<file path="config.mk">
export PLATFORM = sky130hd
export DESIGN_NAME = k_nearest_sorted_insert_flat
export DESIGN_NICKNAME = d
export VERILOG_FILES = /design/src/rtl/knsi_pkg.sv /design/src/rtl/knsi_if.sv /design/src/rtl/knsi_ctrl.sv /design/src/rtl/knsi_dp.sv /design/src/rtl/k_nearest_sorted_insert.sv /design/src/flat_wrapper.sv
export SDC_FILE = /design/constraint.sdc
export NUM_CORES = 1
export LEC_CHECK = 0
export BUFFER_PORTS_ARGS = -buffer_cell sky130_fd_sc_hd__buf_2
export CORE_ASPECT_RATIO = 0.6
export CORE_UTILIZATION = 39
export CTS_CLUSTER_DIAMETER = 120
export DETAILED_ROUTE_END_ITERATION = 10
export GPL_ROUTABILITY_DRIVEN = 1
export PLACE_DENSITY_LB_ADDON = 0.3
export SLEW_MARGIN = 20
export SYNTH_ARGS = -nofsm -noshare
export SYNTH_HDL_FRONTEND = slang
export SYNTH_SLANG_ARGS = --single-unit
</file>
<file path="constraint.sdc">
create_clock -name clk -period 17.2 [get_ports clk]
set_clock_uncertainty 0.1 [all_clocks]
set_input_delay 3.44 -clock clk [delete_from_list [all_inputs] [get_ports clk]]
set_output_delay 3.44 -clock clk [all_outputs]
set_load 0.02 [all_outputs]
</file>
<file path="src/rtl/knsi_pkg.sv">
package knsi_pkg;

	// list geometry
	localparam int MAX_KEEP   = 8;
	localparam int DIST_BITS  = 32;
	localparam int INDEX_BITS = 20;

	// fixed field widths
	localparam int KEEP_W = 4;
	localparam int RANK_W = 3;

	// derived widths: count holds 0..MAX_KEEP, pointer indexes one cell
	localparam int CNT_W = $clog2(MAX_KEEP + 1);
	localparam int POS_W = (MAX_KEEP > 1) ? $clog2(MAX_KEEP) : 1;

	localparam logic [KEEP_W-1:0] KEEP_RESET = KEEP_W'(8);

	// controller state, one-hot
	typedef enum logic [1:0] {
		ST_IDLE = 2'b01,
		ST_EMIT = 2'b10
	} state_t;

	// controller to datapath
	typedef struct packed {
		logic load;   // take the offered item into the list
		logic step;   // advance the read pointer by one entry
	} cmd_t;

	// datapath to controller
	typedef struct packed {
		logic at_end; // read pointer sits on the last kept entry
	} status_t;

endpackage

</file>
<file path="src/rtl/knsi_if.sv">
// candidate item channel
interface knsi_in_if;
	logic                             valid;
	logic                             ready;
	logic [knsi_pkg::DIST_BITS-1:0]   distance;
	logic [knsi_pkg::INDEX_BITS-1:0]  point_index;
	logic                             first;
	logic                             last;

	modport source (output valid, distance, point_index, first, last, input ready);
	modport sink   (input valid, distance, point_index, first, last, output ready);
endinterface

// emitted list entry channel
interface knsi_out_if;
	logic                             valid;
	logic                             ready;
	logic [knsi_pkg::RANK_W-1:0]      rank;
	logic [knsi_pkg::DIST_BITS-1:0]   kept_distance;
	logic [knsi_pkg::INDEX_BITS-1:0]  kept_index;
	logic                             end_of_list;

	modport source (output valid, rank, kept_distance, kept_index, end_of_list, input ready);
	modport sink   (input valid, rank, kept_distance, kept_index, end_of_list, output ready);
endinterface

// keep_count register write channel
interface knsi_cfg_if;
	logic                             valid;
	logic                             ready;
	logic [knsi_pkg::KEEP_W-1:0]      keep_count;

	modport source (output valid, keep_count, input ready);
	modport sink   (input valid, keep_count, output ready);
endinterface

</file>
<file path="src/rtl/knsi_ctrl.sv">
module knsi_ctrl (
	input  logic               clk,
	input  logic               arst_n,
	input  logic               in_valid,
	input  logic               in_last,
	output logic               in_ready,
	output logic               out_valid,
	input  logic               out_ready,
	output knsi_pkg::cmd_t     cmd,
	input  knsi_pkg::status_t  status
);

	knsi_pkg::state_t state_q, state_d;

	// state register
	always_ff @(posedge clk or negedge arst_n) begin
		if (!arst_n) begin
			state_q <= knsi_pkg::ST_IDLE;
		end else begin
			state_q <= state_d;
		end
	end

	// next state and commands
	always_comb begin
		state_d   = state_q;
		in_ready  = 1'b0;
		out_valid = 1'b0;
		cmd.load  = 1'b0;
		cmd.step  = 1'b0;
		unique case (state_q)
			knsi_pkg::ST_IDLE: begin
				in_ready = 1'b1;
				cmd.load = in_valid;
				if (in_valid && in_last) begin
					state_d = knsi_pkg::ST_EMIT;
				end
			end
			knsi_pkg::ST_EMIT: begin
				out_valid = 1'b1;
				cmd.step  = out_ready;
				if (out_ready && status.at_end) begin
					state_d = knsi_pkg::ST_IDLE;
				end
			end
			default: begin
				state_d = knsi_pkg::ST_IDLE;
			end
		endcase
	end

endmodule

</file>
<file path="src/rtl/knsi_dp.sv">
module knsi_dp (
	input  logic                             clk,
	input  logic                             arst_n,
	// register write
	input  logic                             cfg_we,
	input  logic [knsi_pkg::KEEP_W-1:0]      cfg_keep,
	// candidate
	input  logic [knsi_pkg::DIST_BITS-1:0]   distance,
	input  logic [knsi_pkg::INDEX_BITS-1:0]  point_index,
	input  logic                             first,
	// controller link
	input  knsi_pkg::cmd_t                   cmd,
	output knsi_pkg::status_t                status,
	// entry under the read pointer
	output logic [knsi_pkg::RANK_W-1:0]      rank,
	output logic [knsi_pkg::DIST_BITS-1:0]   kept_distance,
	output logic [knsi_pkg::INDEX_BITS-1:0]  kept_index,
	output logic                             end_of_list
);

	localparam int N = knsi_pkg::MAX_KEEP;

	logic [knsi_pkg::KEEP_W-1:0]     keep_q;
	logic [knsi_pkg::CNT_W-1:0]      cnt_q;
	logic [knsi_pkg::POS_W-1:0]      rd_ptr_q;
	logic [knsi_pkg::DIST_BITS-1:0]  dist_q [N];
	logic [knsi_pkg::INDEX_BITS-1:0] idx_q  [N];

	logic [knsi_pkg::CNT_W-1:0]      k_eff;
	logic [knsi_pkg::CNT_W-1:0]      cnt_cl;
	logic [N-1:0]                    occ;
	logic [N-1:0]                    le;
	logic                            full;
	logic                            ignore;
	logic                            grow;

	// effective K: zero acts as one, clamp to list size
	always_comb begin
		if (keep_q == '0) begin
			k_eff = knsi_pkg::CNT_W'(1);
		end else if (int'(keep_q) > N) begin
			k_eff = knsi_pkg::CNT_W'(N);
		end else begin
			k_eff = knsi_pkg::CNT_W'(keep_q);
		end
	end

	// count after a new query or a lowered K
	always_comb begin
		if (first) begin
			cnt_cl = '0;
		end else if (cnt_q > k_eff) begin
			cnt_cl = k_eff;
		end else begin
			cnt_cl = cnt_q;
		end
	end

	// per-cell compare: occupied and not larger than the candidate
	always_comb begin
		for (int j = 0; j < N; j++) begin
			occ[j] = knsi_pkg::CNT_W'(j) < cnt_cl;
			le[j]  = occ[j] && (dist_q[j] <= distance);
		end
	end

	assign full   = (cnt_cl == k_eff);
	assign ignore = full && (le == occ);
	assign grow   = !ignore && !full;

	// cells: keep, take candidate, or take the neighbor above
	for (genvar g = 0; g < N; g++) begin : g_cell
		logic at_pos;
		if (g == 0) begin : g_head
			assign at_pos = !le[0];
			always_ff @(posedge clk) begin
				if (cmd.load && !ignore && at_pos) begin
					dist_q[0] <= distance;
					idx_q[0]  <= point_index;
				end
			end
		end else begin : g_body
			assign at_pos = !le[g] && le[g-1];
			always_ff @(posedge clk) begin
				if (cmd.load && !ignore && !le[g]) begin
					if (at_pos) begin
						dist_q[g] <= distance;
						idx_q[g]  <= point_index;
					end else begin
						dist_q[g] <= dist_q[g-1];
						idx_q[g]  <= idx_q[g-1];
					end
				end
			end
		end
	end

	// count, read pointer and K register
	always_ff @(posedge clk or negedge arst_n) begin
		if (!arst_n) begin
			keep_q   <= knsi_pkg::KEEP_RESET;
			cnt_q    <= '0;
			rd_ptr_q <= '0;
		end else begin
			if (cfg_we) begin
				keep_q <= cfg_keep;
			end
			if (cmd.load) begin
				cnt_q    <= cnt_cl + knsi_pkg::CNT_W'(grow);
				rd_ptr_q <= '0;
			end else if (cmd.step) begin
				rd_ptr_q <= rd_ptr_q + knsi_pkg::POS_W'(1);
			end
		end
	end

	// readout
	assign status.at_end = (knsi_pkg::CNT_W'(rd_ptr_q) + knsi_pkg::CNT_W'(1)) == cnt_q;
	assign rank          = knsi_pkg::RANK_W'(rd_ptr_q);
	assign kept_distance = dist_q[rd_ptr_q];
	assign kept_index    = idx_q[rd_ptr_q];
	assign end_of_list   = status.at_end;

endmodule

</file>
<file path="src/rtl/k_nearest_sorted_insert.sv">
// A candidate updates the list at the clock edge on which it is accepted.
// Throughput: one item per cycle while last is low; an item with last then holds off the
// input while the list streams out, one entry per output handshake, set by the single read
// pointer walking the register cells. Reset (arst_n, async) empties the list, sets K to 8
// and leaves the cell contents undefined.
module k_nearest_sorted_insert (
	input  logic        clk,
	input  logic        arst_n,
	knsi_in_if.sink     in_ch,
	knsi_out_if.source  out_ch,
	knsi_cfg_if.sink    cfg_ch
);

	knsi_pkg::cmd_t    cmd;
	knsi_pkg::status_t status;

	assign cfg_ch.ready = 1'b1;

	knsi_ctrl u_ctrl (
		.clk       (clk),
		.arst_n    (arst_n),
		.in_valid  (in_ch.valid),
		.in_last   (in_ch.last),
		.in_ready  (in_ch.ready),
		.out_valid (out_ch.valid),
		.out_ready (out_ch.ready),
		.cmd       (cmd),
		.status    (status)
	);

	knsi_dp u_dp (
		.clk           (clk),
		.arst_n        (arst_n),
		.cfg_we        (cfg_ch.valid),
		.cfg_keep      (cfg_ch.keep_count),
		.distance      (in_ch.distance),
		.point_index   (in_ch.point_index),
		.first         (in_ch.first),
		.cmd           (cmd),
		.status        (status),
		.rank          (out_ch.rank),
		.kept_distance (out_ch.kept_distance),
		.kept_index    (out_ch.kept_index),
		.end_of_list   (out_ch.end_of_list)
	);

	// input and output never open together
	a_excl: assert property (@(posedge clk) disable iff (!arst_n)
		!(in_ch.ready && out_ch.valid))
		else $error("input accepted while list is streaming");

	// a last item starts the stream next cycle
	a_emit: assert property (@(posedge clk) disable iff (!arst_n)
		in_ch.valid && in_ch.ready && in_ch.last |=> out_ch.valid && out_ch.rank == '0)
		else $error("stream did not start at rank zero");

	// no stream without last
	a_quiet: assert property (@(posedge clk) disable iff (!arst_n)
		in_ch.valid && in_ch.ready && !in_ch.last |=> !out_ch.valid && in_ch.ready)
		else $error("unexpected output item");

	// ranks climb by one until the final entry
	a_rank: assert property (@(posedge clk) disable iff (!arst_n)
		out_ch.valid && out_ch.ready && !out_ch.end_of_list |=>
		out_ch.valid && out_ch.rank == knsi_pkg::RANK_W'($past(out_ch.rank) + 1'b1))
		else $error("rank sequence broken");

	// stream stops after the final entry
	a_stop: assert property (@(posedge clk) disable iff (!arst_n)
		out_ch.valid && out_ch.ready && out_ch.end_of_list |=> !out_ch.valid)
		else $error("stream ran past end of list");

endmodule
</file>
<file path="src/flat_wrapper.sv">
// flat-port wrapper written by rule: the top's interface ports become plain ports
module k_nearest_sorted_insert_flat 
  (clk, arst_n, in_ch_valid, in_ch_distance, in_ch_point_index, in_ch_first, in_ch_last, in_ch_ready, out_ch_valid, out_ch_rank, out_ch_kept_distance, out_ch_kept_index, out_ch_end_of_list, out_ch_ready, cfg_ch_valid, cfg_ch_keep_count, cfg_ch_ready);
  knsi_in_if in_ch_i ();
  knsi_out_if out_ch_i ();
  knsi_cfg_if cfg_ch_i ();
  input  logic clk;
  input  logic arst_n;
  input wire logic [$bits(in_ch_i.valid)-1:0] in_ch_valid;
  input wire logic [$bits(in_ch_i.distance)-1:0] in_ch_distance;
  input wire logic [$bits(in_ch_i.point_index)-1:0] in_ch_point_index;
  input wire logic [$bits(in_ch_i.first)-1:0] in_ch_first;
  input wire logic [$bits(in_ch_i.last)-1:0] in_ch_last;
  output wire logic [$bits(in_ch_i.ready)-1:0] in_ch_ready;
  output wire logic [$bits(out_ch_i.valid)-1:0] out_ch_valid;
  output wire logic [$bits(out_ch_i.rank)-1:0] out_ch_rank;
  output wire logic [$bits(out_ch_i.kept_distance)-1:0] out_ch_kept_distance;
  output wire logic [$bits(out_ch_i.kept_index)-1:0] out_ch_kept_index;
  output wire logic [$bits(out_ch_i.end_of_list)-1:0] out_ch_end_of_list;
  input wire logic [$bits(out_ch_i.ready)-1:0] out_ch_ready;
  input wire logic [$bits(cfg_ch_i.valid)-1:0] cfg_ch_valid;
  input wire logic [$bits(cfg_ch_i.keep_count)-1:0] cfg_ch_keep_count;
  output wire logic [$bits(cfg_ch_i.ready)-1:0] cfg_ch_ready;
  assign in_ch_i.valid = in_ch_valid;
  assign in_ch_i.distance = in_ch_distance;
  assign in_ch_i.point_index = in_ch_point_index;
  assign in_ch_i.first = in_ch_first;
  assign in_ch_i.last = in_ch_last;
  assign in_ch_ready = in_ch_i.ready;
  assign out_ch_valid = out_ch_i.valid;
  assign out_ch_rank = out_ch_i.rank;
  assign out_ch_kept_distance = out_ch_i.kept_distance;
  assign out_ch_kept_index = out_ch_i.kept_index;
  assign out_ch_end_of_list = out_ch_i.end_of_list;
  assign out_ch_i.ready = out_ch_ready;
  assign cfg_ch_i.valid = cfg_ch_valid;
  assign cfg_ch_i.keep_count = cfg_ch_keep_count;
  assign cfg_ch_ready = cfg_ch_i.ready;
  k_nearest_sorted_insert u_core (.clk(clk), .arst_n(arst_n), .in_ch(in_ch_i), .out_ch(out_ch_i), .cfg_ch(cfg_ch_i));
endmodule
</file>
==> impl_metrics.json <==
{
  "synthesis.nets": 2203,
  "yosys.area.top_type": "edfxtp_1",
  "core_sq_um": 68240,
  "dr.pass1.iters": 6,
  "hp-start": "u_core.u_dp.idx_q[2][15]$_DFFE_PP_",
  "ctsHtreeMaxLevel": 2,
  "die_h_um": 205.8,
  "critical_path.endpoint_type": "register",
  "cts-root-buf": "clkbuf_16",
  "synth_cell_types": 67,
  "drtAntennaViolNets": 0,
  "p_total_mw": 4.901,
  "clock-sinks": 429,
  "place_hpwl_mm": 56.81,
  "setup_violations": 0,
  "relSlewSlack_pct": 25.63,
  "numCtsBuffers": 45,
  "io_pins": 122,
  "path_clk_slew_ns": 0.06,
  "drv_slew": 0,
  "ys.flop_type": "edfxtp_1",
  "clk_latency_ns": 0.61,
  "max-cap-violations": 0,
  "drive_above_1_share_pct": 35.95,
  "worstRegToRegCells": 14,
  "crit_type": "primary input to register",
  "vias": 17990,
  "cts_hold_buf": 0,
  "dieWidth_um": 341.7,
  "timing.rr.start": "u_core.u_dp.keep_q[1]$_DFFE_PN0P_",
  "p_leak_nw": 11.01,
  "ir_worst_vdd_mv": 0.1178,
  "drt_iter0_drc": 2165,
  "critPathRequiredTime_ns": 17.31,
  "viasPerCell": 6.120,
  "cts_resized": 0,
  "ys_async_sr_fraction_pct": 3.030,
  "synth.most_common_cell": "edfxtp_1",
  "gp_congestion": 0.9644,
  "crit_fanout": 32,
  "whs_path_depth": 1,
  "multi_input_area_sq_um": 13590,
  "dieArea_sq_um": 70330,
  "finalCritPeriodShare_pct": 48.82,
  "nNetsFinal": 2315,
  "rr_endpoint": "u_core.u_dp.dist_q[5][24]$_DFFE_PP_",
  "rsz0062_at_grt": "false",
  "grt_pass1_vias": 17750,
  "hold_viol_final": 0,
  "syn_to_final_growth_pct": 11.71,
  "post-cts-setup-buffers": 0,
  "arrival_ns": 8.51,
  "synth.cell_area_sq_um": 27000,
  "cts_tree": "yes",
  "yosysTopAreaCellShare_pct": 46.26,
  "startpoint": "in_ch_distance[30]",
  "setup.worst_path.start_class": "primary input",
  "synth_edf_count": 416,
  "clockBufferDepth": 3,
  "grtUsageTotal_pct": 23.57,
  "r2r_slack_ns": 11.62,
  "min_to": "u_core.u_dp.idx_q[3][15]$_DFFE_PP_",
  "ys_ff_latch": 429,
  "gr-total-overflow": 0,
  "fmaxAchievable_mhz": 119.1,
  "ys_seq_area_share_pct": 47.47,
  "antenna_found_initial": 6,
  "fillers": 6062,
  "regArea_sq_um": 12830,
  "postRouteWirelength_mm": 83.73,
  "status": "completed",
  "yosys_warnings": 0,
  "ys_top_cells_by_count": "edfxtp_1 (416), mux2_2 (363), ha_1 (263)",
  "avgSynthCellArea_sq_um": 14.39,
  "worstMarginPinSlew_ns": 1.116,
  "fin_setup_tns_ns": 0,
  "syn_inst": 1877,
  "start_util_pct": 39.57,
  "grt_max_degree": 58,
  "num_rows": 74,
  "post_drt_wl_per_cell_um": 28.48,
  "drc": 0,
  "grt_first_pass_wirelength_mm": 121.6,
  "powerDensity_nw_per_um2": 162.5,
  "io_buffers": 120,
  "synth.area.top_cells": "edfxtp_1 (46%), mux2_2 (15%), ha_1 (12%)",
  "fin_crit_ns": 8.396,
  "hold_path_class": "register to register"
}
-- cell families (layout without fill, tap and decap cells) --
| kind of cell | count (synthesis) | after routing | synth area share (%) |
|---|---|---|---|
| AOI/OAI and AO/OA | 256 | 256 | 5.778 |
| adders and majority gates | 263 | 263 | 12.19 |
| other | 1 | 4 | 0.01389 |
| and+or+nand+nor | 271 | 271 | 5.370 |
| xor gates and xnor gates | 8 | 8 | 0.2595 |
| muxes | 525 | 525 | 26.46 |
| buffers and inverters | 124 | 272 | 2.465 |
| DFF | 429 | 429 | 47.47 |
-- layout make-up --
class                   count  area share, %
clock buffers              47          3.828
multi-input cells        1324          45.05
flip-flops and latches    429          42.53
repair buffers            138          2.439
inverters                  51         0.6346
diodes                      3        0.02488
well taps                 912          3.782
clock inverters            36          1.709
-- cells in the final DEF (no fill, tap or decap), types with 18 or more instances in the layout --
master | synthesis | layout
edfxtp_1 | 416 | 416
mux2_2 | 363 | 363
ha_1 | 263 | 263
a21oi_1 | 123 | 122
buf_2 | 7 | 120
mux4_2 | 104 | 104
nand2_1 | 76 | 76
nand4_1 | 58 | 58
inv_1 | 51 | 51
clkbuf_16 | 0 | 46
o21ai_0 | 42 | 42
mux2_1 | 39 | 39
nor2_1 | 34 | 28
nand3_1 | 24 | 24
a21o_1 | 18 | 18
buf_4 | 11 | 18
-- registers in the layout, indices dropped and copies added, names as in the netlist --
name / cells
u_core.u_dp.keep_q: 4
u_core.u_dp.cnt_q: 4
u_core.u_dp.idx_q: 160
u_core.u_dp.dist_q: 256
u_core.u_ctrl.state_q: 2
u_core.u_dp.rank: 3
-- through the flow --
stage | util, % | hold slack (ns) | area, sq um | instances | setup WS (ns)
2_1_floorplan | - | 0.4228 | 27000 | 1877 | 8.435
3_3_place_gp | 41.74 | 0.4299 | 28480 | 2854 | 8.150
3_5_place_dp | 41.74 | 0.4393 | 28480 | 2854 | 8.064
4_1_cts | 44.19 | 0.4535 | 30150 | 2937 | 8.689
5_1_grt | 44.20 | 0.4690 | 30160 | 2937 | 8.614
6_report | 44.21 | 0.4550 | 30170 | 2940 | 8.804
-- power breakdown --
part / total (mW) / internal [mW] / switching, mW
sequential: 1.98 / 1.68 / 0.303
clock: 1.13 / 0.662 / 0.465
combinational: 1.79 / 0.745 / 1.05
total: 4.90 / 3.09 / 1.81
-- worst max-delay path by stage --
stage	endpoint	slack, ns
2_1_floorplan	u_core.u_dp.dist_q[4][0]$_DFFE_PP_	8.43
3_3_place_gp	u_core.u_dp.dist_q[5][21]$_DFFE_PP_	8.15
3_5_place_dp	u_core.u_dp.dist_q[5][24]$_DFFE_PP_	8.06
4_1_cts	u_core.u_dp.dist_q[1][24]$_DFFE_PP_	8.69
5_1_grt	u_core.u_dp.dist_q[5][24]$_DFFE_PP_	8.61
6_report	u_core.u_dp.dist_q[5][24]$_DFFE_PP_	8.80
-- worst max-delay path: stages --
cell     delay [ns]
buf_2          0.18
inv_1          0.22
ha_1           0.39
nand4_1        0.42
nor4_2         0.82
o31ai_1        0.22
a41oi_1        0.40
a31oi_1        0.19
nand4_4        0.22
nand2_1        0.38
nor2_4         0.91
buf_4          0.66
-- metal layers --
metal | track usage (%) | up-vias | share of wire [%]
met1 | 35.73 | 9247 | 48
met5 | 0 | - | 0.017
met4 | 4.020 | 4 | 1.4
met2 | 32.59 | 808 | 40
li1 | - | 7833 | -
met3 | 7.613 | 102 | 10
Power figures use the tool's default switching activity.
